--- config.mk ---
export PLATFORM = sky130hd
export DESIGN_NAME = sgz_front
export DESIGN_NICKNAME = d
export VERILOG_FILES = /design/src/hdl/sgz_pkg.sv /design/src/hdl/sgz_front.sv
export SDC_FILE = /design/constraint.sdc
export NUM_CORES = 1
export LEC_CHECK = 0
export ABC_CLOCK_PERIOD_IN_PS = 2960
export BUFFER_PORTS_ARGS = -buffer_cell sky130_fd_sc_hd__buf_2
export CORE_ASPECT_RATIO = 1.2
export CORE_MARGIN = 2
export CORE_UTILIZATION = 38
export CTS_CLUSTER_SIZE = 8
export DETAILED_ROUTE_END_ITERATION = 16
export PLACE_DENSITY_LB_ADDON = 0.15
export SLEW_MARGIN = 20
export SYNTH_ARGS = -nofsm -noshare
export SYNTH_HDL_FRONTEND = slang
export SYNTH_SLANG_ARGS = --single-unit
--- constraint.sdc ---
create_clock -name i_clk -period 2.96 [get_ports i_clk]
set_input_delay 0.592 -clock i_clk [delete_from_list [all_inputs] [get_ports i_clk]]
set_output_delay 0.592 -clock i_clk [all_outputs]
set_load 0.1 [all_outputs]
--- src/hdl/sgz_pkg.sv ---
package sgz_pkg;

    // Default sizes of the grid store.
    localparam int MAP_DIM_DEF    = 64;
    localparam int VALUE_BITS_DEF = 8;

    // Fixed widths of the command, result and configuration fields.
    localparam int ROW_W      = 6;
    localparam int IN_VAL_W   = 8;
    localparam int OUT_VAL_W  = 8;
    localparam int CFG_IDX_W  = 2;
    localparam int CFG_DATA_W = 7;

    // Depth of the queue between the front and back parts.
    localparam int QUEUE_DEPTH = 2;

    // Register indexes and reset values.
    localparam logic [CFG_IDX_W-1:0]  REG_MAP_ROWS = 2'd0;
    localparam logic [CFG_IDX_W-1:0]  REG_MAP_COLS = 2'd1;
    localparam logic [CFG_DATA_W-1:0] MAP_ROWS_RST = 7'd64;
    localparam logic [CFG_DATA_W-1:0] MAP_COLS_RST = 7'd64;

    // Command codes on the action field.
    localparam logic ACT_WRITE = 1'b0;
    localparam logic ACT_QUERY = 1'b1;

    // Window walk: nine reads in row-major order, step 4 is the center.
    localparam logic [3:0] STEP_FIRST    = 4'd1;
    localparam logic [3:0] STEP_ROW_END0 = 4'd2;
    localparam logic [3:0] STEP_ROW_END1 = 4'd5;
    localparam logic [3:0] STEP_CENTER   = 4'd4;
    localparam logic [3:0] STEP_LAST     = 4'd8;

    // The weights sum to 16, so the average is a right shift by four.
    localparam int SUM_SHIFT = 4;

    // Operations handed from the front part to the back part.
    typedef enum logic [1:0] {
        OP_WRITE,
        OP_QUERY,
        OP_RANGE_ERR
    } t_op;

    // Back part sequencer states.
    typedef enum logic [1:0] {
        S_IDLE,
        S_READ,
        S_LAST
    } t_back_state;

    // Queue status seen by both sides.
    typedef struct packed {
        logic empty;
        logic full;
    } t_q_flags;

    // Weight of a window position as a left shift: corners 2, center 4, edges 1.
    function automatic logic [1:0] f_weight_shift(input logic [3:0] step);
        logic [1:0] shift;
        shift = 2'd0;
        if (step == STEP_CENTER) begin
            shift = 2'd2;
        end else if (step inside {4'd0, 4'd2, 4'd6, 4'd8}) begin
            shift = 2'd1;
        end
        return shift;
    endfunction

endpackage

--- src/hdl/sgz_front.sv ---
module sgz_front
    import sgz_pkg::*;
#(
    parameter int MAP_DIM    = MAP_DIM_DEF,
    parameter int VALUE_BITS = VALUE_BITS_DEF,
    localparam int AW = $clog2(MAP_DIM * MAP_DIM),
    localparam int QW = $bits(t_op) + AW + VALUE_BITS
) (
    input  logic                  i_clk,
    input  logic                  i_rst_n,
    input  logic                  i_start,
    input  logic                  i_action,
    input  logic [ROW_W-1:0]      i_row,
    input  logic [ROW_W-1:0]      i_col,
    input  logic [IN_VAL_W-1:0]   i_cell_value,
    input  logic                  i_cfg_valid,
    output logic                  o_cfg_ready,
    input  logic [CFG_IDX_W-1:0]  i_cfg_index,
    input  logic [CFG_DATA_W-1:0] i_cfg_data,
    input  t_q_flags              i_qflags,
    output logic                  o_busy,
    output logic                  o_push,
    output logic [QW-1:0]         o_entry
);

    // Coordinate and limit widths.
    localparam int CRD_W = $clog2(MAP_DIM);
    localparam int LIM_W = ($clog2(MAP_DIM + 1) > CFG_DATA_W) ? $clog2(MAP_DIM + 1)
                                                              : CFG_DATA_W;

    logic [CFG_DATA_W-1:0] r_map_rows;
    logic [CFG_DATA_W-1:0] r_map_cols;
    logic [LIM_W-1:0]      lim_rows, lim_cols;
    logic [LIM_W-1:0]      need_row, need_col;
    logic                  query_err;
    logic                  in_store;
    logic [AW-1:0]         wr_addr, tl_addr;
    logic                  accept;
    t_op                   op;

    // Configuration registers; the port never stalls.
    always_ff @(posedge i_clk) begin
        if (!i_rst_n) begin
            r_map_rows <= MAP_ROWS_RST;
            r_map_cols <= MAP_COLS_RST;
        end else if (i_cfg_valid) begin
            if (i_cfg_index == REG_MAP_ROWS) begin
                r_map_rows <= i_cfg_data;
            end else if (i_cfg_index == REG_MAP_COLS) begin
                r_map_cols <= i_cfg_data;
            end
        end
    end

    assign o_cfg_ready = 1'b1;

    // Range check of the window against the grid in use, clamped to the store.
    always_comb begin
        lim_rows  = (LIM_W'(r_map_rows) > LIM_W'(MAP_DIM)) ? LIM_W'(MAP_DIM)
                                                            : LIM_W'(r_map_rows);
        lim_cols  = (LIM_W'(r_map_cols) > LIM_W'(MAP_DIM)) ? LIM_W'(MAP_DIM)
                                                            : LIM_W'(r_map_cols);
        need_row  = LIM_W'(i_row[ROW_W-1:1]) + LIM_W'(2);
        need_col  = LIM_W'(i_col[ROW_W-1:1]) + LIM_W'(2);
        query_err = (need_row >= lim_rows) || (need_col >= lim_cols);
        in_store  = (LIM_W'(i_row) < LIM_W'(MAP_DIM)) && (LIM_W'(i_col) < LIM_W'(MAP_DIM));
    end

    // Linear addresses of the written cell and of the window's top-left cell.
    always_comb begin
        wr_addr = AW'(CRD_W'(i_row)) * AW'(MAP_DIM) + AW'(CRD_W'(i_col));
        tl_addr = AW'(CRD_W'(i_row[ROW_W-1:1])) * AW'(MAP_DIM)
                + AW'(CRD_W'(i_col[ROW_W-1:1]));
    end

    // Classify the request and hand it to the queue.
    always_comb begin
        accept = i_start && !i_qflags.full;
        if (i_action == ACT_QUERY) begin
            op = query_err ? OP_RANGE_ERR : OP_QUERY;
        end else begin
            op = OP_WRITE;
        end
        o_push  = accept && ((i_action == ACT_QUERY) || in_store);
        o_entry = {op, (i_action == ACT_QUERY) ? tl_addr : wr_addr,
                   VALUE_BITS'(i_cell_value)};
    end

    assign o_busy = i_qflags.full;

endmodule

# Yosys cells after proc, flatten, opt, wreduce, memory -nomap -nowiden

Index checks and enable logic that the tools add are counted.
Widths: inputs -> output; s select.

Magnitude comparators: 4
Multiplexer cells: 5
Eq/ne operators: 1
Add/sub/neg operators: 4
Bitwise logic cells: 1
Reduce and logical (&&, ||, !) cells: 6

Operators by type and width:

| cell                | number |
|---|---|
| $ge 6x7->1          | 2 |
| $gt 7x7->1 const B  | 2 |
| $mux 7              | 2 |
| $add 11x5->12       | 1 |
| $add 12x6->12       | 1 |
| $add 5x2->6 const B | 2 |
| $mux 12             | 1 |
| $mux 2              | 2 |
| $reduce_and 3->1    | 1 |
| $eq 2x1->1 const B  | 1 |
| $logic_not 2->1     | 1 |
| $reduce_and 2->1    | 1 |
| $logic_and 1x1->1   | 1 |
| $logic_not 1->1     | 1 |
| $logic_or 1x1->1    | 1 |
| $not 1->1           | 1 |

Output and inout port bits: 25
Input port bits: 36
Bits in registers: 14
Word-level logic and storage cells: 23

# Depth between registers and ports, before layout

Word-level depth: 6
Mapped depth: 7
Depth with buffers taken out: 7

# Least setup slack after synthesis

Ideal clock, no wire load.

Path kind: input to output
Start point: input port i_row[2]
End point: output port o_entry[20]
Cell stages on the path: 7
Buffers on the path: 0
Required time: 2.368 ns
Slack: -1.043 ns
Arrival: 3.411 ns
Cells stage by stage: ha_1 -> xor2_1 -> ha_1 -> and4_1 -> nor4_2 -> o32ai_2 -> nor4b_2

Word-level cells in the longest chain between the ends: 5

RTL lines:

| item               | line            | RTL |
|---|---|---|
| start: declaration | sgz_front.sv:13 | `input logic [ROW_W-1:0] i_row,` |
| $add 5x2->6        | sgz_front.sv:63 | `need_row = LIM_W'(i_row[ROW_W-1:1]) + LIM_W'(2);` |
| $ge 6x7->1         | sgz_front.sv:65 | `query_err = (need_row >= lim_rows) \|\| (need_col >= lim_cols);` |
| $logic_or 1x1->1   | sgz_front.sv:65 |  |
| $mux 2             | sgz_front.sv:80 | `op = query_err ? OP_RANGE_ERR : OP_QUERY;` |
| $mux 2             | sgz_front.sv:79 | `if (i_action == ACT_QUERY) begin` |
| end: declaration   | sgz_front.sv:23 | `output logic [QW-1:0] o_entry` |

Every way passes these cells.

# Worst setup path after layout

Start point: input port i_row[2]
End point: output port o_entry[21]

The elaborated chain is that of the path after synthesis.

==> results.tsv <==
stage	metric	value	unit
status	status	complete, no violations	
finish	area grow syn2layout	26.16	%
synth	Mapped Area	1210	um2
floorplan	area of the core	3055	um2
clock_network	CTS Buffer Depth	2	
critical_path	Arr. time, crit path	2330	ps
drt	WL met1	1051	um
place	dpl cell area	1430	um2
place	RePlAce Congestion	0.7406	
drt	first-pass iteration count of the detailed router	4	
clock_network	TritonCTS clock tree	built	
synth	sequential cell area fraction in the yosys report	0.2316	
sta	RSZ-0062 raised after global routing	true	
finish	Final Util	0.4996	
clock_network	clk sinks	14	
power	Power Density	370.0	nW/um2
synth	syn avg cell area	9.097	um2
critical_path	CP Capture Type	primary output	
finish	Ant. Diodes	0	
global_routing	all-layer global routing usage	0.1465	
floorplan	io pins	61	
finish	commonest non-fill, non-tap cells in the layout	buf_2 (38), nor2b_1 (17), mux2i_1 (14), dfxtp_1 (14), ha_1 (13)	
drt	Residual DRC	0	
sta	Pins Over Slew Limit	0	
clock_network	Clk Latency, worst-skew pair	270	ps
drt	antenna viol nets, final	0	
synth	Ys Warns	0	
clock_network	CTS Hold Bufs	0	
drt	Via-to-Cell Ratio	4.853	
sta	hold_ws	518.6	ps
floorplan	Die Ht	65.81	um
synth	Yosys cell types	31	
drt	WL met3	177	um
synth	Cells after Synth	133	
finish	fillers	294	
finish	Register Area	280.3	um2
drt	routed via count	990	
floorplan	DIE AREA	3653	um2
global_routing	vias in the first global route	998	
critical_path	CP max FO	2	
critical_path	Worst setup SP type	primary input	
finish	fin area	1526	um2
critical_path	WS Path Type	in -> out	
finish	most common cell after layout, fill and taps aside	buf_2	
power	Peak VDD IR	0.0002920	V
job	Max Cap Violations	0	
critical_path	CP required	2370	ps
global_routing	initial antenna violation count	0	
min_path	HP Class	reg -> reg	
drt	DR WL/cell	12.05	um
floorplan	die width	55.51	um
sta	Final setup viols	0	
drt	WL final	2459	um
sta	Final Critical Period	2924	ps
drt	Met2 Wirelength	1184	um
floorplan	initial core utilization	0.3960	
sta	Hold Fails Final Rpt	0	
global_routing	global-route wire length before repair	4271	um
synth	#FFs+latches synth	14	
drt	DR top layer	met4	
clock_network	CTS H-tree lvls	1	
global_routing	total grt overflow	0	
drt	iteration-0 DRC count of the detailed router	36	
clock_network	CTS clock-pin slew for the worst setup and hold paths	80	ps
sta	crit share post-route	0.9878	
place	Port Buffer Count	42	
finish	area of the multi-input gates	869.6	um2
sta	Clock Skew	0	ps
finish	fin nets	220	
synth	syn_nets	183	
clock_network	CTS Buf Count	3	
sta	Final TNS setup	0	ps
floorplan	Row Count	22	
place	HPWL after DPL	2017	um
power	Static Leak	0.6982	nW
finish	share of post-route cells with drive strength above 1	0.3869	
clock_network	root buffer cell	clkbuf_4	
sta	FMAX	342.0	MHz
global_routing	largest net degree at the start of global routing	19	
## report_power, final
part	internal, mW	total (mW)	switching [mW]
Combinational	0.0822	0.262	0.179
Clock	0.0471	0.103	0.0564
Sequential	0.195	0.200	0.00503
Total	0.324	0.565	0.241
## logic make-up (layout without fill, tap and decap cells)
logic type	Yosys count	count (layout)	synth area share
buf+inv	19	54	0.09306
other cells	1	1	0.003099
simple gates	48	48	0.2533
compound gates	13	13	0.07344
mux	20	20	0.1717
flops	14	14	0.2316
xor+xnor	4	4	0.02896
fa+ha+maj	14	14	0.1448
## synthesized netlist by cell type
| cell | instances | area [um2] |
|---|---|---|
| nand4b_1 | 1 | 8.760 |
| nor2_1 | 1 | 3.750 |
| nor2b_1 | 17 | 106.4 |
| and4_1 | 1 | 8.760 |
| xor2_1 | 2 | 17.52 |
| xnor2_1 | 2 | 17.52 |
| o21ai_2 | 1 | 8.760 |
| o21a_1 | 1 | 7.510 |
| nand2b_1 | 11 | 68.82 |
| o32ai_2 | 1 | 16.27 |
| and3_1 | 2 | 12.51 |
| o21ai_0 | 4 | 20.02 |
| dfxtp_1 | 14 | 280.3 |
| nand2_1 | 6 | 22.52 |
| nand3_1 | 3 | 15.01 |
| mux2_2 | 6 | 67.56 |
| a211oi_1 | 1 | 7.510 |
| ha_1 | 14 | 175.2 |
| conb_1 | 1 | 3.750 |
| inv_1 | 4 | 15.01 |
| and4b_1 | 1 | 10.01 |
| o31a_1 | 1 | 8.760 |
| buf_4 | 10 | 75.07 |
| mux2i_1 | 14 | 140.1 |
| nor4_2 | 1 | 12.51 |
| nand3b_1 | 2 | 15.01 |
| nor4b_2 | 1 | 15.01 |
| a21oi_1 | 4 | 20.02 |
| clkbuf_1 | 2 | 7.510 |
| nor3b_1 | 1 | 7.510 |
| buf_2 | 3 | 15.01 |
## final cells by class
class                           instances  area share
Tap cell                               36     0.02951
Timing Repair Buffer                   47      0.1926
Inverter                                4    0.009836
Clock buffer                            3     0.01475
Sequential cell                        14      0.1836
Multi-Input combinational cell        100      0.5697
## per-layer routing
metal	vias to the layer above	global-route usage
met5	-	0
met4	0	0.06707
met3	6	0.02153
met2	42	0.2604
met1	419	0.1734
li1	523	-
## final timing paths
kind         cells past startpoint  slack (ps)            end           from
max                              9          40    o_entry[21]       i_row[2]
min                              2         520  r_map_cols[0]  r_map_cols[0]
max reg2reg                      2        2210  r_map_rows[6]  r_map_rows[6]
min reg2reg                      2         520  r_map_cols[0]  r_map_cols[0]
## critical path: stages
cell     delay (ps)
buf_8           100
ha_4            150
xor2_1          160
ha_1            310
and4_4          180
nor4_4          190
o32ai_4         140
o31a_2          330
buf_12          170
## timing repair
| action | CTS | global route |
|---|---|---|
| cloned | 0 | 0 |
| resized for setup | 6 | 5 |
| buffers inserted | 1 | 1 |
| hold endpoints to repair | 0 | 0 |
| setup endpoints to repair | 2 | 2 |
| pin swaps | 1 | 2 |
## registers in the layout, indices dropped and copies added (netlist names)
register	count
r_map_cols	7
r_map_rows	7
## stage by stage
step	cells	power (mW)	worst slack, ps
after floorplan	133	0.4467	-692.6
after global placement	199	0.4479	-55.38
after detailed placement	199	0.4521	-83.58
after CTS	203	0.5600	-52.96
after global routing	204	0.5948	-50.40
final	204	0.5648	36.16
(Power assumes the default switching activity.)
