File: src/hdl/sgz_pkg.sv
package sgz_pkg;

    // Default sizes of the grid store.
    localparam int MAP_DIM_DEF    = 64;
    localparam int VALUE_BITS_DEF = 8;

    // Fixed widths of the command, result and configuration fields.
    localparam int ROW_W      = 6;
    localparam int IN_VAL_W   = 8;
    localparam int OUT_VAL_W  = 8;
    localparam int CFG_IDX_W  = 2;
    localparam int CFG_DATA_W = 7;

    // Depth of the queue between the front and back parts.
    localparam int QUEUE_DEPTH = 2;

    // Register indexes and reset values.
    localparam logic [CFG_IDX_W-1:0]  REG_MAP_ROWS = 2'd0;
    localparam logic [CFG_IDX_W-1:0]  REG_MAP_COLS = 2'd1;
    localparam logic [CFG_DATA_W-1:0] MAP_ROWS_RST = 7'd64;
    localparam logic [CFG_DATA_W-1:0] MAP_COLS_RST = 7'd64;

    // Command codes on the action field.
    localparam logic ACT_WRITE = 1'b0;
    localparam logic ACT_QUERY = 1'b1;

    // Window walk: nine reads in row-major order, step 4 is the center.
    localparam logic [3:0] STEP_FIRST    = 4'd1;
    localparam logic [3:0] STEP_ROW_END0 = 4'd2;
    localparam logic [3:0] STEP_ROW_END1 = 4'd5;
    localparam logic [3:0] STEP_CENTER   = 4'd4;
    localparam logic [3:0] STEP_LAST     = 4'd8;

    // The weights sum to 16, so the average is a right shift by four.
    localparam int SUM_SHIFT = 4;

    // Operations handed from the front part to the back part.
    typedef enum logic [1:0] {
        OP_WRITE,
        OP_QUERY,
        OP_RANGE_ERR
    } t_op;

    // Back part sequencer states.
    typedef enum logic [1:0] {
        S_IDLE,
        S_READ,
        S_LAST
    } t_back_state;

    // Queue status seen by both sides.
    typedef struct packed {
        logic empty;
        logic full;
    } t_q_flags;

    // Weight of a window position as a left shift: corners 2, center 4, edges 1.
    function automatic logic [1:0] f_weight_shift(input logic [3:0] step);
        logic [1:0] shift;
        shift = 2'd0;
        if (step == STEP_CENTER) begin
            shift = 2'd2;
        end else if (step inside {4'd0, 4'd2, 4'd6, 4'd8}) begin
            shift = 2'd1;
        end
        return shift;
    endfunction

endpackage

File: src/hdl/sgz_queue.sv
module sgz_queue
    import sgz_pkg::*;
#(
    parameter int WIDTH = 16,
    parameter int DEPTH = QUEUE_DEPTH,
    localparam int PW = (DEPTH > 1) ? $clog2(DEPTH) : 1,
    localparam int CW = $clog2(DEPTH + 1)
) (
    input  logic             i_clk,
    input  logic             i_rst_n,
    input  logic             i_push,
    input  logic [WIDTH-1:0] i_entry,
    input  logic             i_pop,
    output logic [WIDTH-1:0] o_head,
    output t_q_flags         o_flags
);

    logic [WIDTH-1:0] r_mem [DEPTH];
    logic [PW-1:0]    r_wptr, n_wptr;
    logic [PW-1:0]    r_rptr, n_rptr;
    logic [CW-1:0]    r_count, n_count;
    logic             do_push, do_pop;

    assign do_push = i_push && (r_count != CW'(DEPTH));
    assign do_pop  = i_pop && (r_count != '0);

    // Pointer and fill count update.
    always_comb begin
        n_wptr  = r_wptr;
        n_rptr  = r_rptr;
        n_count = r_count;
        if (do_push) begin
            n_wptr = (r_wptr == PW'(DEPTH - 1)) ? '0 : r_wptr + PW'(1);
        end
        if (do_pop) begin
            n_rptr = (r_rptr == PW'(DEPTH - 1)) ? '0 : r_rptr + PW'(1);
        end
        if (do_push && !do_pop) begin
            n_count = r_count + CW'(1);
        end else if (do_pop && !do_push) begin
            n_count = r_count - CW'(1);
        end
    end

    always_ff @(posedge i_clk) begin
        if (!i_rst_n) begin
            r_wptr  <= '0;
            r_rptr  <= '0;
            r_count <= '0;
        end else begin
            r_wptr  <= n_wptr;
            r_rptr  <= n_rptr;
            r_count <= n_count;
        end
    end

    // Entry storage, no reset needed.
    always_ff @(posedge i_clk) begin
        if (do_push) begin
            r_mem[r_wptr] <= i_entry;
        end
    end

    assign o_head        = r_mem[r_rptr];
    assign o_flags.empty = (r_count == '0);
    assign o_flags.full  = (r_count == CW'(DEPTH));

    // The fill count never passes the depth.
    a_count_bound: assert property (@(posedge i_clk) disable iff (!i_rst_n)
        r_count <= CW'(DEPTH))
        else $error("queue fill count exceeds depth");

    // The fill count moves by one at most and only with a request.
    a_count_step: assert property (@(posedge i_clk) disable iff (!i_rst_n)
        (!i_push && !i_pop) |=> $stable(r_count))
        else $error("queue fill count changed without a request");

    // A pop on an empty queue leaves the read pointer alone.
    a_empty_pop: assert property (@(posedge i_clk) disable iff (!i_rst_n)
        (i_pop && r_count == '0 && !i_push) |=> $stable(r_rptr))
        else $error("read pointer moved on an empty queue");

endmodule

File: config.mk
export PLATFORM = sky130hd
export DESIGN_NAME = sgz_queue
export DESIGN_NICKNAME = d
export VERILOG_FILES = /design/src/hdl/sgz_pkg.sv /design/src/hdl/sgz_queue.sv
export SDC_FILE = /design/constraint.sdc
export NUM_CORES = 1
export LEC_CHECK = 0
export BUFFER_PORTS_ARGS = -buffer_cell sky130_fd_sc_hd__buf_2
export CAP_MARGIN = 10
export CORE_ASPECT_RATIO = 0.7
export CORE_UTILIZATION = 28
export CTS_CLUSTER_DIAMETER = 100
export DETAILED_ROUTE_END_ITERATION = 12
export GPL_TIMING_DRIVEN = 0
export PLACE_DENSITY = 0.6
export SYNTH_ARGS = -nofsm -noshare
export SYNTH_HDL_FRONTEND = slang
export SYNTH_SLANG_ARGS = --single-unit
File: constraint.sdc
create_clock -name i_clk -period 3.25 [get_ports i_clk]
set_input_delay 0.4875 -clock i_clk [delete_from_list [all_inputs] [get_ports i_clk]]
set_output_delay 0.4875 -clock i_clk [all_outputs]
set_load 0.005 [all_outputs]
-- Word-level counts from Yosys, hierarchy flattened
Memories as Yosys holds them, arrays and structs flattened. A register that Yosys moved wholly into a read port is not among the register bits.
Cells that the tools add are included.
- add/subtract/negate cells: 4
- multipliers: 0
- divide/modulo/power cells: 0
- order comparisons: 0
- eq/ne operators: 2
- shift operators: 0
- mux-type cells: 8
- bitwise gates (word level): 0
- reductions and logical operators: 9
- operators by type and width (kind ; number):
    $mux W1 ; 6
    $logic_and A1 B1 Y1 ; 4
    $mux W2 ; 2
    $reduce_bool A2 Y1 ; 2
    $add A1 B1 Y1 const B ; 2
    $add A2 B1 Y2 const B ; 1
    $eq A2 B2 Y1 const B ; 1
    $logic_not A1 Y1 ; 2
    $logic_not A2 Y1 ; 1
    $ne A2 B2 Y1 const B ; 1
    $sub A2 B1 Y2 const B ; 1
- register bits: 4
- latch bits: 0
- memory bits (writable): 32
- bits in read-only memories: 0
- input port bits: 20
- output and inout bits: 18
- word-level logic and storage cells: 27
- memories kept: 1
- memory list (name ; words ; width ; read ports ; clocked after memory_dff ; write ports ; line ; text):
    r_mem ; 2 ; 16 ; 1 ; 1 ; 1 ; sgz_queue.sv:18 ; logic [WIDTH-1:0] r_mem [DEPTH];

-- Longest topological paths before layout
- depth after elaboration: 6
- depth in mapped cells: 7
- mapped depth without buffers: 7

-- Least setup slack after synthesis
OpenSTA, ideal clock, no wires.
- path kind: register to register
- from: register r_count[0]
- to: memory r_mem[0][0], enable pin
- setup time: 0.388 ns
- arrival: 1.281 ns
- data required time: 2.862 ns
- setup slack: 1.581 ns
- stages on the path, launching flop included: 4
- path buffers: 0
- clock period less this slack: 1.669 ns
- cells stage by stage: dfxtp_1 nand2b_1 inv_2 nor3_2
- longest elaborated chain between the ends: 4
- ends and longest elaborated chain (item ; line ; text):
    from (decl) ; sgz_queue.sv:21 ; logic [CW-1:0] r_count, n_count;
    from (signal assigned) ; sgz_queue.sv:53 ; r_count <= n_count;
    $ne A2 B2 Y1 ; sgz_queue.sv:24 ; assign do_push = i_push && (r_count != CW'(DEPTH));
    $logic_and A1 B1 Y1 ; sgz_queue.sv:24 ;
    $mux W1 ; sgz_queue.sv:59 ; if (do_push) begin
    $mux W1 (implied by the code) ; sgz_queue.sv:60 ; r_mem[r_wptr] <= i_entry;
    to (decl) ; sgz_queue.sv:18 ;
No other way between the ends.

==> tab_implementation.tex <==
\begin{tabular}{lr}
\hline
Metric & Value \\
\hline
\multicolumn{2}{l}{\textbf{Yosys}} \\
\quad Netlist area before placement & around 1400 sq um \\
\quad Cell type with the largest total area after synthesis & sky130\_fd\_sc\_hd\_\_edfxtp\_1 \\
\quad Sequential-to-total area share from yosys stat & 76.5\% \\
\quad Dominant cell by count in the synthesized netlist & sky130\_fd\_sc\_hd\_\_edfxtp\_1 \\
\quad Count of flip-flops with a built-in enable after synthesis & 32 \\
\quad Top post-synthesis cells by count & 32 x sky130\_fd\_sc\_hd\_\_edfxtp\_1, 16 x sky130\_fd\_sc\_hd\_\_mux2\_2, 5 x sky130\_fd\_sc\_hd\_\_dfxtp\_1 \\
\quad Synth Register Bits & 37 \\
\quad Post-synth cell types & 21 \\
\quad Syn nets & 96 \\
\quad Leading cell types by total area after synthesis & sky130\_fd\_sc\_hd\_\_edfxtp\_1 69\%, sky130\_fd\_sc\_hd\_\_mux2\_2 13\%, sky130\_fd\_sc\_hd\_\_dfxtp\_1 7.2\% \\
\quad Most common flop cell mapped by yosys & sky130\_fd\_sc\_hd\_\_edfxtp\_1 \\
\quad Portion of synthesized cell area occupied by the leading cell type & slightly below 70\% \\
\quad Mean instance size in the synthesized netlist & 18.5 sq um \\
\quad Synth Instances & 75 \\
\quad Number of warnings printed during yosys synthesis & 0 \\
\quad Proportion of register bits with asynchronous set or reset after synthesis & 0\% \\
\multicolumn{2}{l}{\textbf{Drt}} \\
\quad Vias per cell & 3.97 \\
\quad Number of antenna-violating nets in the routed design & 0 \\
\quad Detailed-routing iteration count for the pre-antenna-repair pass & 2 \\
\quad Uppermost layer routed & met4 \\
\quad Metal1 wirelength & roughly 920 um \\
\quad DRT Wirelength & approximately 2300 um \\
\quad DRC errors left & 0 \\
\quad Iter 0 DRT Violations & 32 \\
\quad Metal3 WL & around 180 um \\
\quad Total number of vias & $\sim$750 \\
\quad Average wire length per cell after detail routing & 12.1 um \\
\quad Routed length on met2 & between 1000 and 1500 um \\
\multicolumn{2}{l}{\textbf{Placed design}} \\
\quad Post-Place Cell Area & about 1700 sq um \\
\quad Worst setup timing slack at the placement stage & around 1.4 ns \\
\quad Routability congestion estimate from global placement & 0.590 \\
\quad Count of buffers from port buffering & 37 \\
\quad Final HPWL from detailed placement & 1660 um \\
\multicolumn{2}{l}{\textbf{Clock tree}} \\
\quad Number of H-tree branching levels & 2 \\
\quad CTS root buffer & sky130\_fd\_sc\_hd\_\_clkbuf\_8 \\
\quad Gates resized, CTS repair & 0 \\
\quad Number of buffers on the longest clock path & 2 \\
\quad CTS tree & yes \\
\quad Clock latency reported for the late side of the worst-skew pair & approximately 0.28 ns \\
\quad \# Post-CTS Setup Buffers & 0 \\
\quad \# clock sinks & 37 \\
\quad Clock-pin slew on the worst setup and hold paths & approximately 0.070 ns \\
\quad Total of hold buffers inserted after clock tree synthesis & 0 \\
\quad Num CTS Buffers & 5 \\
\multicolumn{2}{l}{\textbf{Floorplanning}} \\
\quad Initial core utilization & between 20\% and 30\% \\
\quad Total die area & around 5200 sq um \\
\quad Vert. Die Dim & a little over 60 um \\
\quad Count of boundary I/O pins & 38 \\
\quad Die width & 86.1 um \\
\quad Std-Cell Core Area & between 4000 and 5000 sq um \\
\quad Num rows & 21 \\
\multicolumn{2}{l}{\textbf{Setup path}} \\
\quad Critical path data required time & 2.76 ns \\
\quad Crit path depth & 4 \\
\quad Crit Path Class & register to output port \\
\quad Cell breakdown of the critical path & buf\_2, buf\_4, mux2\_2, buf\_2 \\
\quad Critical-path top delay cell & sky130\_fd\_sc\_hd\_\_mux2\_2 \\
\quad Largest fanout on the critical path & 10 \\
\quad Worst Reg-to-Reg Cells & 4 \\
\quad Worst Path Arrival & about 1.5 ns \\
\quad Critical Path Most Common Cell & sky130\_fd\_sc\_hd\_\_buf\_2 \\
\quad Crit path buffers/inverters & 3 \\
\quad Kind of cell with the highest combined delay on the critical path & buffers and inverters \\
\quad Startpoint Class & register \\
\quad Delay of the slowest cell on the worst path & about 0.37 ns \\
\quad Worst r2r src & r\_count[0]\$\_SDFFE\_PN0P\_ \\
\quad Reg-to-reg slack, setup & between 1 and 1.5 ns \\
\quad Setup crit end kind & output port \\
\multicolumn{2}{l}{\textbf{STA}} \\
\quad Max-Slew Margin vs Limit & between 40\% and 50\% \\
\quad Pins Over Slew Limit & 0 \\
\quad Worst-case setup margin in the final layout & roughly 1.3 ns \\
\quad Fmax & between 0.5 and 0.6 GHz \\
\quad Setup violators final & 0 \\
\quad Hold violation total from the final report & 0 \\
\quad Post-layout min period & roughly 2 ns \\
\quad Worst clock skew on the final layout & roughly 0.0083 ns \\
\quad Final cycle utilization of the critical path & about three fifths \\
\quad Setup TNS & 0 ns \\
\quad Pin slew with the least headroom to its limit & slightly above 0.8 ns \\
\quad Setup repair after global routing missed its margin & no \\
\multicolumn{2}{l}{\textbf{Worst hold path}} \\
\quad Hold Path Depth & 1 \\
\quad Worst hold path class & input port to register \\
\quad Startpoint of the worst hold path & i\_entry[0] \\
\multicolumn{2}{l}{\textbf{GRT}} \\
\quad Vias in the first global route & roughly 730 \\
\quad Number of antenna violations at the first check in global routing & 0 \\
\quad Grt total ovfl & 0 \\
\quad Maximum number of pins on one net before global-route repair & 17 \\
\quad First-pass GRT wire length & 3470 um \\
\quad Gr usage total & about a tenth \\
\multicolumn{2}{l}{\textbf{Power}} \\
\quad Overall power & 1.28 mW \\
\quad Total power density per cell area & 728 nW/um\^{}2 \\
\quad Maximum vdd ir drop & roughly 0.00036 V \\
\quad Pleak & 0.661 nW \\
\multicolumn{2}{l}{\textbf{Cells and area}} \\
\quad Post-route cell area & 1750 sq um \\
\quad Layout Utilization & a little over a third \\
\quad Area growth, synth to finish & 26.1\% \\
\quad Share of post-route cells with drive strength above 1 & about 52\% \\
\quad Number of fill cells in the layout & between 400 and 500 \\
\quad Post-layout net count & 141 \\
\quad Antenna diode count & 0 \\
\multicolumn{2}{l}{\textbf{Job}} \\
\quad MaxCap Viol Count & 0 \\
\multicolumn{2}{l}{\textbf{Run status}} \\
\quad Status & completed \\
\hline
\end{tabular}
[worst paths after layout]
path,endpoint
max reg2reg,r_mem[0][10]$_DFFE_PP_
min reg2reg,r_count[1]$_SDFFE_PN0P_
max,o_head[13]
min,r_mem[0][0]$_DFFE_PP_
[flip-flops by register name, summed over array words and instances, names as in the netlist, named ones only]
| signal | cells |
|---|---|
| r_rptr | 1 |
| r_wptr | 1 |
| r_mem | 32 |
| r_count | 2 |
[routing by layer]
metal  track usage, %  vias up
met1             9.67      353
met3             5.31        4
met4             5.71        0
li1                 -      373
met2             16.6       24
met5                0        -
[kinds of logic (layout without fill, tap and decap cells)]
| group | Yosys count | in the layout | synth area share (%) |
|---|---|---|---|
| simple gates | 9 | 9 | 3.97 |
| flops | 37 | 37 | 76.5 |
| xor+xnor | 3 | 3 | 1.89 |
| compound gates | 5 | 5 | 2.34 |
| mux | 16 | 16 | 13.0 |
| fa+ha+maj | 1 | 1 | 0.902 |
| buf+inv | 4 | 50 | 1.44 |
[worst reg2reg max path, stage by stage, from the launching register on]
cell and delay, ns:
sky130_fd_sc_hd__dfxtp_1 0.42, sky130_fd_sc_hd__nand2b_1 0.18, sky130_fd_sc_hd__inv_2 0.06, sky130_fd_sc_hd__nor3_2 0.61, sky130_fd_sc_hd__buf_6 0.24
[cells in the final DEF, fill, tap and decap left out, drive strengths merged]
cell type,n
ha,1
nor2,2
dfxtp,5
and3,1
nand2b,1
buf,40
mux2,16
edfxtp,32
clkbuf,8
or3,1
o21ai,2
and2,3
nor3,1
xor2,1
a21boi,2
xnor2,2
o21a,1
inv,2
[power breakdown]
group | switching [mW] | internal [mW]
clock | 0.142 | 0.152
combinational | 0.163 | 0.187
sequential | 0.0288 | 0.602
total | 0.334 | 0.941
[area by class of cell]
class,count,area [sq um],area share (%)
Clock buffer,8,80.1,4.57
Multi-Input combinational cell,34,307,17.5
Tap cell,69,86.3,4.93
Buffer,2,12.5,0.715
Inverter,2,7.51,0.429
Timing Repair Buffer,38,196,11.2
Sequential cell,37,1060,60.6
[stage by stage]
step | hold slack, ns | instances
CTS | 0.381 | 190
detailed placement | 0.529 | 182
global placement | 0.497 | 181
floorplan | 0.483 | 75
finish | 0.392 | 190
global route | 0.379 | 190
No activity file was read; power rests on OpenSTA's default activity.
