## config.mk

```make
export PLATFORM = sky130hd
export DESIGN_NAME = sgz_back
export DESIGN_NICKNAME = d
export VERILOG_FILES = /design/src/hdl/sgz_pkg.sv /design/src/hdl/sgz_back.sv
export SDC_FILE = /design/constraint.sdc
export NUM_CORES = 1
export LEC_CHECK = 0
export ABC_AREA = 1
export BUFFER_PORTS_ARGS = -buffer_cell sky130_fd_sc_hd__buf_4
export CORE_ASPECT_RATIO = 0.8
export CORE_MARGIN = 2
export CORE_UTILIZATION = 46
export CTS_BUF_LIST = sky130_fd_sc_hd__clkbuf_4
export DETAILED_ROUTE_END_ITERATION = 10
export GPL_ROUTABILITY_DRIVEN = 0
export HOLD_SLACK_MARGIN = 0.05
export PLACE_DENSITY = 0.68
export SYNTH_ARGS = -nofsm -noshare
export SYNTH_HDL_FRONTEND = slang
export SYNTH_SLANG_ARGS = --single-unit
```

## constraint.sdc

```tcl
create_clock -name i_clk -period 2.95 [get_ports i_clk]
set_input_delay 0.295 -clock i_clk [delete_from_list [all_inputs] [get_ports i_clk]]
set_output_delay 0.295 -clock i_clk [all_outputs]
set_load 0.005 [all_outputs]
```

## src/hdl/sgz_pkg.sv

```systemverilog
package sgz_pkg;

    // Default sizes of the grid store.
    localparam int MAP_DIM_DEF    = 64;
    localparam int VALUE_BITS_DEF = 8;

    // Fixed widths of the command, result and configuration fields.
    localparam int ROW_W      = 6;
    localparam int IN_VAL_W   = 8;
    localparam int OUT_VAL_W  = 8;
    localparam int CFG_IDX_W  = 2;
    localparam int CFG_DATA_W = 7;

    // Depth of the queue between the front and back parts.
    localparam int QUEUE_DEPTH = 2;

    // Register indexes and reset values.
    localparam logic [CFG_IDX_W-1:0]  REG_MAP_ROWS = 2'd0;
    localparam logic [CFG_IDX_W-1:0]  REG_MAP_COLS = 2'd1;
    localparam logic [CFG_DATA_W-1:0] MAP_ROWS_RST = 7'd64;
    localparam logic [CFG_DATA_W-1:0] MAP_COLS_RST = 7'd64;

    // Command codes on the action field.
    localparam logic ACT_WRITE = 1'b0;
    localparam logic ACT_QUERY = 1'b1;

    // Window walk: nine reads in row-major order, step 4 is the center.
    localparam logic [3:0] STEP_FIRST    = 4'd1;
    localparam logic [3:0] STEP_ROW_END0 = 4'd2;
    localparam logic [3:0] STEP_ROW_END1 = 4'd5;
    localparam logic [3:0] STEP_CENTER   = 4'd4;
    localparam logic [3:0] STEP_LAST     = 4'd8;

    // The weights sum to 16, so the average is a right shift by four.
    localparam int SUM_SHIFT = 4;

    // Operations handed from the front part to the back part.
    typedef enum logic [1:0] {
        OP_WRITE,
        OP_QUERY,
        OP_RANGE_ERR
    } t_op;

    // Back part sequencer states.
    typedef enum logic [1:0] {
        S_IDLE,
        S_READ,
        S_LAST
    } t_back_state;

    // Queue status seen by both sides.
    typedef struct packed {
        logic empty;
        logic full;
    } t_q_flags;

    // Weight of a window position as a left shift: corners 2, center 4, edges 1.
    function automatic logic [1:0] f_weight_shift(input logic [3:0] step);
        logic [1:0] shift;
        shift = 2'd0;
        if (step == STEP_CENTER) begin
            shift = 2'd2;
        end else if (step inside {4'd0, 4'd2, 4'd6, 4'd8}) begin
            shift = 2'd1;
        end
        return shift;
    endfunction

endpackage

```

## src/hdl/sgz_back.sv

```systemverilog
module sgz_back
    import sgz_pkg::*;
#(
    parameter int MAP_DIM    = MAP_DIM_DEF,
    parameter int VALUE_BITS = VALUE_BITS_DEF,
    localparam int AW = $clog2(MAP_DIM * MAP_DIM),
    localparam int QW = $bits(t_op) + AW + VALUE_BITS
) (
    input  logic                  i_clk,
    input  logic                  i_rst_n,
    input  t_q_flags              i_qflags,
    input  logic [QW-1:0]         i_head,
    output logic                  o_pop,
    output logic                  o_ram_en,
    output logic                  o_ram_we,
    output logic [AW-1:0]         o_ram_addr,
    output logic [VALUE_BITS-1:0] o_ram_wdata,
    input  logic [VALUE_BITS-1:0] i_ram_rdata,
    output logic                  o_strobe,
    output logic [OUT_VAL_W-1:0]  o_value,
    output logic                  o_error
);

    localparam int SW = VALUE_BITS + SUM_SHIFT;

    t_back_state           r_state, n_state;
    logic [3:0]            r_step, n_step;
    logic [AW-1:0]         r_addr, n_addr;
    logic [SW-1:0]         r_sum, n_sum;
    logic                  r_strobe, n_strobe;
    logic [OUT_VAL_W-1:0]  r_value, n_value;
    logic                  r_error, n_error;
    t_op                   head_op;
    logic [AW-1:0]         head_addr;
    logic [VALUE_BITS-1:0] head_data;
    logic [3:0]            data_step;
    logic [SW-1:0]         weighted;

    // Queue head fields.
    assign head_op   = t_op'(i_head[QW-1 -: $bits(t_op)]);
    assign head_addr = i_head[VALUE_BITS +: AW];
    assign head_data = i_head[VALUE_BITS-1:0];

    // Read data belongs to the step issued in the previous cycle.
    always_comb begin
        data_step = (r_state == S_LAST) ? STEP_LAST : r_step - 4'd1;
        weighted  = SW'(i_ram_rdata) << f_weight_shift(data_step);
    end

    // Next state.
    always_comb begin
        n_state = r_state;
        case (r_state)
            S_IDLE: begin
                if (!i_qflags.empty && head_op == OP_QUERY) begin
                    n_state = S_READ;
                end
            end
            S_READ: begin
                if (r_step == STEP_LAST) begin
                    n_state = S_LAST;
                end
            end
            S_LAST: begin
                n_state = S_IDLE;
            end
            default: begin
                n_state = S_IDLE;
            end
        endcase
    end

    // Memory control, window walk, accumulation and result.
    always_comb begin
        o_pop       = 1'b0;
        o_ram_en    = 1'b0;
        o_ram_we    = 1'b0;
        o_ram_addr  = r_addr;
        o_ram_wdata = head_data;
        n_addr      = r_addr;
        n_step      = r_step;
        n_sum       = r_sum;
        n_strobe    = 1'b0;
        n_value     = r_value;
        n_error     = r_error;
        case (r_state)
            S_IDLE: begin
                if (!i_qflags.empty) begin
                    o_pop = 1'b1;
                    case (head_op)
                        OP_WRITE: begin
                            o_ram_en   = 1'b1;
                            o_ram_we   = 1'b1;
                            o_ram_addr = head_addr;
                        end
                        OP_QUERY: begin
                            o_ram_en   = 1'b1;
                            o_ram_addr = head_addr;
                            n_addr     = head_addr + AW'(1);
                            n_step     = STEP_FIRST;
                            n_sum      = '0;
                        end
                        OP_RANGE_ERR: begin
                            n_strobe = 1'b1;
                            n_value  = '0;
                            n_error  = 1'b1;
                        end
                        default: begin
                        end
                    endcase
                end
            end
            S_READ: begin
                o_ram_en = 1'b1;
                n_sum    = r_sum + weighted;
                n_step   = r_step + 4'd1;
                if (r_step == STEP_ROW_END0 || r_step == STEP_ROW_END1) begin
                    n_addr = r_addr + AW'(MAP_DIM - 2);
                end else begin
                    n_addr = r_addr + AW'(1);
                end
            end
            S_LAST: begin
                n_strobe = 1'b1;
                n_value  = OUT_VAL_W'((r_sum + weighted) >> SUM_SHIFT);
                n_error  = 1'b0;
            end
            default: begin
            end
        endcase
    end

    always_ff @(posedge i_clk) begin
        if (!i_rst_n) begin
            r_state  <= S_IDLE;
            r_step   <= '0;
            r_strobe <= 1'b0;
        end else begin
            r_state  <= n_state;
            r_step   <= n_step;
            r_strobe <= n_strobe;
        end
    end

    always_ff @(posedge i_clk) begin
        r_addr  <= n_addr;
        r_sum   <= n_sum;
        r_value <= n_value;
        r_error <= n_error;
    end

    assign o_strobe = r_strobe;
    assign o_value  = r_value;
    assign o_error  = r_error;

    // A result follows either the last read of a window or a failed query.
    a_strobe_src: assert property (@(posedge i_clk) disable iff (!i_rst_n)
        r_strobe |-> $past(r_state == S_LAST
                           || (r_state == S_IDLE && o_pop && head_op == OP_RANGE_ERR)))
        else $error("result strobe without a finished query");

    // The final add comes only after all nine reads were issued.
    a_last_after_walk: assert property (@(posedge i_clk) disable iff (!i_rst_n)
        (r_state == S_LAST) |-> $past(r_state == S_READ && r_step == STEP_LAST))
        else $error("window walk ended early");

    // No cell is written while a window is being read.
    a_no_write_in_walk: assert property (@(posedge i_clk) disable iff (!i_rst_n)
        (r_state != S_IDLE) |-> (!o_ram_we && !o_pop))
        else $error("memory write or queue pop during a window walk");

    // A failed query reports zero.
    a_err_zero: assert property (@(posedge i_clk) disable iff (!i_rst_n)
        (r_strobe && r_error) |-> (r_value == '0))
        else $error("range error result with nonzero value");

endmodule

```

# After elaboration in Yosys (flattened, before gate mapping)
# Cells that the tools add are included.
[totals]
register_bits = 40
inputBits = 34
output_inout_bits = 33
wordCells = 79
[op_classes]
addsub = 6
n_eq_ne = 16
n_shift = 1
mux = 36
n_reduce_logical = 13
[ops]
columns = ["op", "n"]
rows = [
  ["12-bit 2-to-1 mux", 8],
  ["12-bit one-hot mux with 2 select lines", 2],
  ["12-bit by 1-bit adder with 12-bit output (second input constant)", 2],
  ["8-bit 2-to-1 mux", 2],
  ["8-bit one-hot mux with 2 select lines", 1],
  ["12-bit adder", 1],
  ["12-bit by 6-bit adder with 12-bit output (second input constant)", 1],
  ["4-bit by 3-bit == test with 1-bit output (second input constant)", 3],
  ["1-bit 2-to-1 mux", 12],
  ["4-bit 2-to-1 mux", 3],
  ["8-bit by 2-bit << shifter with 12-bit output", 1],
  ["2-bit != test (second input constant)", 5],
  ["4-bit by 2-bit == test with 1-bit output (second input constant)", 2],
  ["4-bit == test (second input constant)", 2],
  ["4-bit one-hot mux with 2 select lines", 1],
  ["2-bit 2-to-1 mux", 3],
  ["1-bit one-hot mux with 2 select lines", 3],
  ["3-bit AND reduction", 2],
  ["4-bit by 1-bit adder with 4-bit output (second input constant)", 1],
  ["2-bit by 1-bit == test with 1-bit output (second input constant)", 2],
  ["2-bit == test (second input constant)", 2],
  ["2-bit zero test", 2],
  ["4-bit zero test", 1],
  ["2-bit one-hot mux with 2 select lines", 1],
  ["other kinds (8)", 9],
]

# Longest topological paths before layout
[logic_depth]
word_depth = 9
ltp_mapped = 20
mapped_depth_nobuf = 19

# Least setup slack after synthesis
# Ideal clock, no wire load.
[synth_timing]
path_kind = "reg-to-reg"
start = "register r_step[1]"
end = "register r_sum[6] (data pin)"
setup_time_ns = 0.266
t_arrival_ns = 2.524
required_ns = 2.684
path_slack_ns = 0.160
stages_incl_launch_ff = 15
path_buffers = 0
period_less_slack_ns = 2.790
cell_sequence = "dfxtp_1 inv_1 ha_1 inv_1 nor2_2 nand4_4 clkinv_2 nor2_1 ha_1 fa_1 nand3_1 nand2_1 a21oi_1 xor2_1 nor2_1"
[synth_via]
elab_chain_len = 9
elab_cells_between_ends = 13
cone_classes = "add/sub: 2; eq/ne: 4; shift: 1; mux: 4; reduce/logical: 2"
[synth_lines]
columns = ["element", "line_no", "rtl"]
rows = [
  ["start, declared", "sgz_back.sv:27", "logic [3:0] r_step, n_step;"],
  ["start signal, assigned", "sgz_back.sv:140", "r_step <= n_step;"],
  ["4-bit by 1-bit subtractor with 4-bit output *", "sgz_back.sv:46", "data_step = (r_state == S_LAST) ? STEP_LAST : r_step - 4'd1;"],
  ["4-bit 2-to-1 mux *", "sgz_back.sv:46", ""],
  ["4-bit by 2-bit == test with 1-bit output (tied with other cells)", "sgz_pkg.sv:63", "end else if (step inside {4'd0, 4'd2, 4'd6, 4'd8}) begin"],
  ["4-bit nonzero test", "sgz_pkg.sv:63", ""],
  ["1-bit 2-to-1 mux", "sgz_pkg.sv:63", ""],
  ["2-bit 2-to-1 mux *", "sgz_pkg.sv:61", "if (step == STEP_CENTER) begin"],
  ["8-bit by 2-bit << shifter with 12-bit output *", "sgz_back.sv:47", "weighted = SW'(i_ram_rdata) << f_weight_shift(data_step);"],
  ["12-bit adder *", "sgz_back.sv:115", "n_sum = r_sum + weighted;"],
  ["12-bit one-hot mux with 2 select lines *", "sgz_back.sv:86", "case (r_state)"],
  ["end signal, assigned", "sgz_back.sv:147", "r_sum <= n_sum;"],
  ["end, declared", "sgz_back.sv:29", "logic [SW-1:0] r_sum, n_sum;"],
]
# Mark *: on every way between the ends. The rest lies on a longest branch, timed or not.
# A chain may end at the register's enable or synchronous reset.

# Worst setup path after layout
[layout_timing]
start = "register r_step[0]"
end = "register r_sum[9] (data pin)"
# The elaborated chain is that of the path after synthesis.

==> flow_summary.json <==
{
  "wirelength_um": 7680,
  "crit_path_end_kind": "flop",
  "grt_pass1_vias": 2727,
  "start_kind": "flop",
  "netlist_area_sq_mm": 0.00332,
  "power_density_mw_per_mm2": 352,
  "clk_pin_slew_worst_paths_ns": 0.12,
  "path_max_fanout": 9,
  "pre_cts_slack_ns": 0.0504,
  "dp_hpwl_um": 5650,
  "yosysWarnings": 0,
  "postCtsHoldBufs": 0,
  "htreeDepth": 2,
  "synth_top_family_by_area": "simple AND/OR/NAND/NOR gates",
  "area_delta_synth_final_pct": 20.7,
  "ys_seq_elements": 40,
  "layout_commonest_cell": "nand2_1",
  "timing.final.crit_period_ns": 2.80,
  "route.detailed.wl_per_inst_um": 13.0,
  "drv_cap": 0,
  "initial_core_util": 0.480,
  "synth.avg_cell_area_sq_um": 7.42,
  "yosys.area.top_type": "edfxtp_1",
  "total_power_mw": 1.41,
  "die_x_um": 99.0,
  "multi_input_area_sq_mm": 0.00199,
  "hold_depth": 3,
  "min_period_over_period": 0.948,
  "finClkSkew_ns": 0.0150,
  "cts.sinks": 40,
  "outcome": "complete, no violations",
  "synthTopCellsByArea": "edfxtp_1 30%, nand2_1 10%, ha_1 7.5%",
  "synth_xor_area_frac": 0.0313,
  "antenna_cells": 0,
  "clk_path_buf_depth": 2,
  "layout_common_cells": "89 x nand2_1, 63 x buf_4, 53 x inv_1",
  "dr.pass1.iters": 4,
  "overflow": 0,
  "cts_root_buffer": "clkbuf_4",
  "setup_viol": 0,
  "seqCellArea_sq_mm": 0.00113,
  "setup_tns_ns": 0,
  "synth_compound_area_frac": 0.120,
  "via_count": 3014,
  "min_from": "i_rst_n",
  "grt_pass1_wl_um": 12400,
  "grt_max_degree": 26,
  "synth_cell_type_count": 42,
  "rows": 27,
  "worstReg2RegStart": "r_step[0]",
  "r2r_cells": 19,
  "worstSetupPathType": "flop to flop",
  "worstSkewPairLatency_ns": 0.36,
  "synthCells": 448,
  "cts_buffers": 5,
  "drt.antenna.violating_nets": 0,
  "r2r-end": "r_sum[9]",
  "synth_mux_area_frac": 0.00339,
  "layout-drive-gt1-share": 0.269,
  "vias_per_cell": 5.09,
  "drt_iter0_markers": 194,
  "peakVddDrop_mv": 0.172,
  "port_buffers": 49,
  "synth_adder_area_share": 0.0813,
  "maxSlewViolCount": 0,
  "drc": 0,
  "synth_top_area_frac": 0.298,
  "timing.fmax_ghz": 0.358,
  "synthSimpleGateAreaFrac": 0.322,
  "yosysSeqAreaShare": 0.340,
  "antenna_found_initial": 0,
  "layout_setup_ws_ns": 0.153,
  "core_area_sq_mm": 0.00693,
  "dieArea_sq_mm": 0.00792,
  "nets": 559,
  "crit_required_ns": 3.06,
  "min_path_type": "primary input to flop",
  "hold_viol": 0,
  "fillers": 625,
  "cts_tree": "yes",
  "grtUsageTotal": 0.195,
  "p_leak_nw": 1.84,
  "arrival_ns": 2.90,
  "die_h_um": 80.0,
  "synth_nets": 503,
  "reg2reg_slack_ns": 0.15,
  "worstHoldEndpoint": "r_step[2]",
  "io_pins": 67
}
==> cell families after synthesis <==
family | Yosys count
DFF | 40
other | 1
adders and majority gates | 21
xor gates and xnor gates | 11
buffers and inverters | 77
AOI/OAI and AO/OA | 74
muxes | 1
and+or+nand+nor | 223
==> state kept, by name (all words and copies together), names as in the netlist <==
name	count
r_state	2
o_value	8
r_addr	12
o_error	1
r_sum	12
o_strobe	1
r_step	4
==> synth_stat cells (all sizes together) <==
master / n
nand2: 105
o21ai: 40
nand4: 7
dfxtp: 7
o21bai: 1
buf: 13
xor2: 7
nor2: 55
clkinv: 1
fa: 1
edfxtp: 33
conb: 1
ha: 20
a21oi: 27
xnor2: 4
inv: 61
clkbuf: 2
mux2: 1
nand3b: 3
nand3: 50
o31ai: 1
a31oi: 1
nor3: 3
o22ai: 1
o211ai: 2
a22oi: 1
==> power breakdown <==
part / total [mW] / internal (mW) / switching [mW]
Combinational: 0.458 / 0.192 / 0.266
Clock: 0.292 / 0.110 / 0.182
Sequential: 0.663 / 0.644 / 0.0192
Total: 1.41 / 0.946 / 0.467
==> what timing repair did <==
item | CTS | global route
setup buffers | 0 | 6
resized for setup | 0 | 36
setup endpoints to repair | 0 | 15
hold endpoints to repair | 0 | 0
==> area by class of cell <==
cell class	instances	area share
inverters	62	0.0586
clock buffers	7	0.0131
flip-flops and latches	40	0.282
multi-input cells	331	0.495
well taps	87	0.0271
clock inverters	1	0.000936
repair buffers	64	0.123
==> worst max path at each step <==
| stage | startpoint | end | slack (ns) | depth (start not counted) |
|---|---|---|---|---|
| floorplan | r_step[1] | r_sum[6] | 0.16 | 14 |
| global placement | r_step[1] | r_sum[6] | 0.12 | 15 |
| detailed placement | r_step[1] | r_sum[6] | 0.05 | 14 |
| CTS | r_step[1] | r_sum[6] | 0.02 | 15 |
| global route | r_step[1] | r_sum[11] | -0.02 | 15 |
| finish | r_step[0] | r_sum[9] | 0.15 | 19 |
==> worst max-delay path, cell delays in order (launching register included) <==
cell	delay, ns
dfxtp_1	0.37
inv_2	0.04
ha_2	0.33
nand2_1	0.09
nor2_4	0.17
nor2_8	0.08
nand2_8	0.11
nand2_2	0.06
nand3_1	0.06
o21ai_1	0.09
ha_1	0.40
nand3_1	0.13
nand2_2	0.13
nand2_1	0.06
nand2_1	0.11
nand2_1	0.08
nand2_1	0.06
nand2_1	0.04
nand2_1	0.08
nor2_1	0.04
==> metrics by stage <==
| stage | hold slack, ns | util | std cells | instance area (sq um) |
|---|---|---|---|---|
| after floorplan | 0.393 | - | 448 | 3320 |
| after global placement | 0.504 | 0.545 | 578 | 3770 |
| after detailed placement | 0.507 | 0.545 | 578 | 3770 |
| after CTS | 0.125 | 0.553 | 586 | 3830 |
| after global routing | 0.129 | 0.579 | 592 | 4010 |
| final | 0.130 | 0.579 | 592 | 4010 |
==> layer usage <==
layer  global-route usage  routed length [um]  vias up
met2                0.297                3390       78
met5                    0                   0        -
met4               0.0589                  98        0
met3               0.0359                 390        7
met1                0.282                3790     1333
li1                     -                   -     1596
Power figures use the tool's default switching activity.
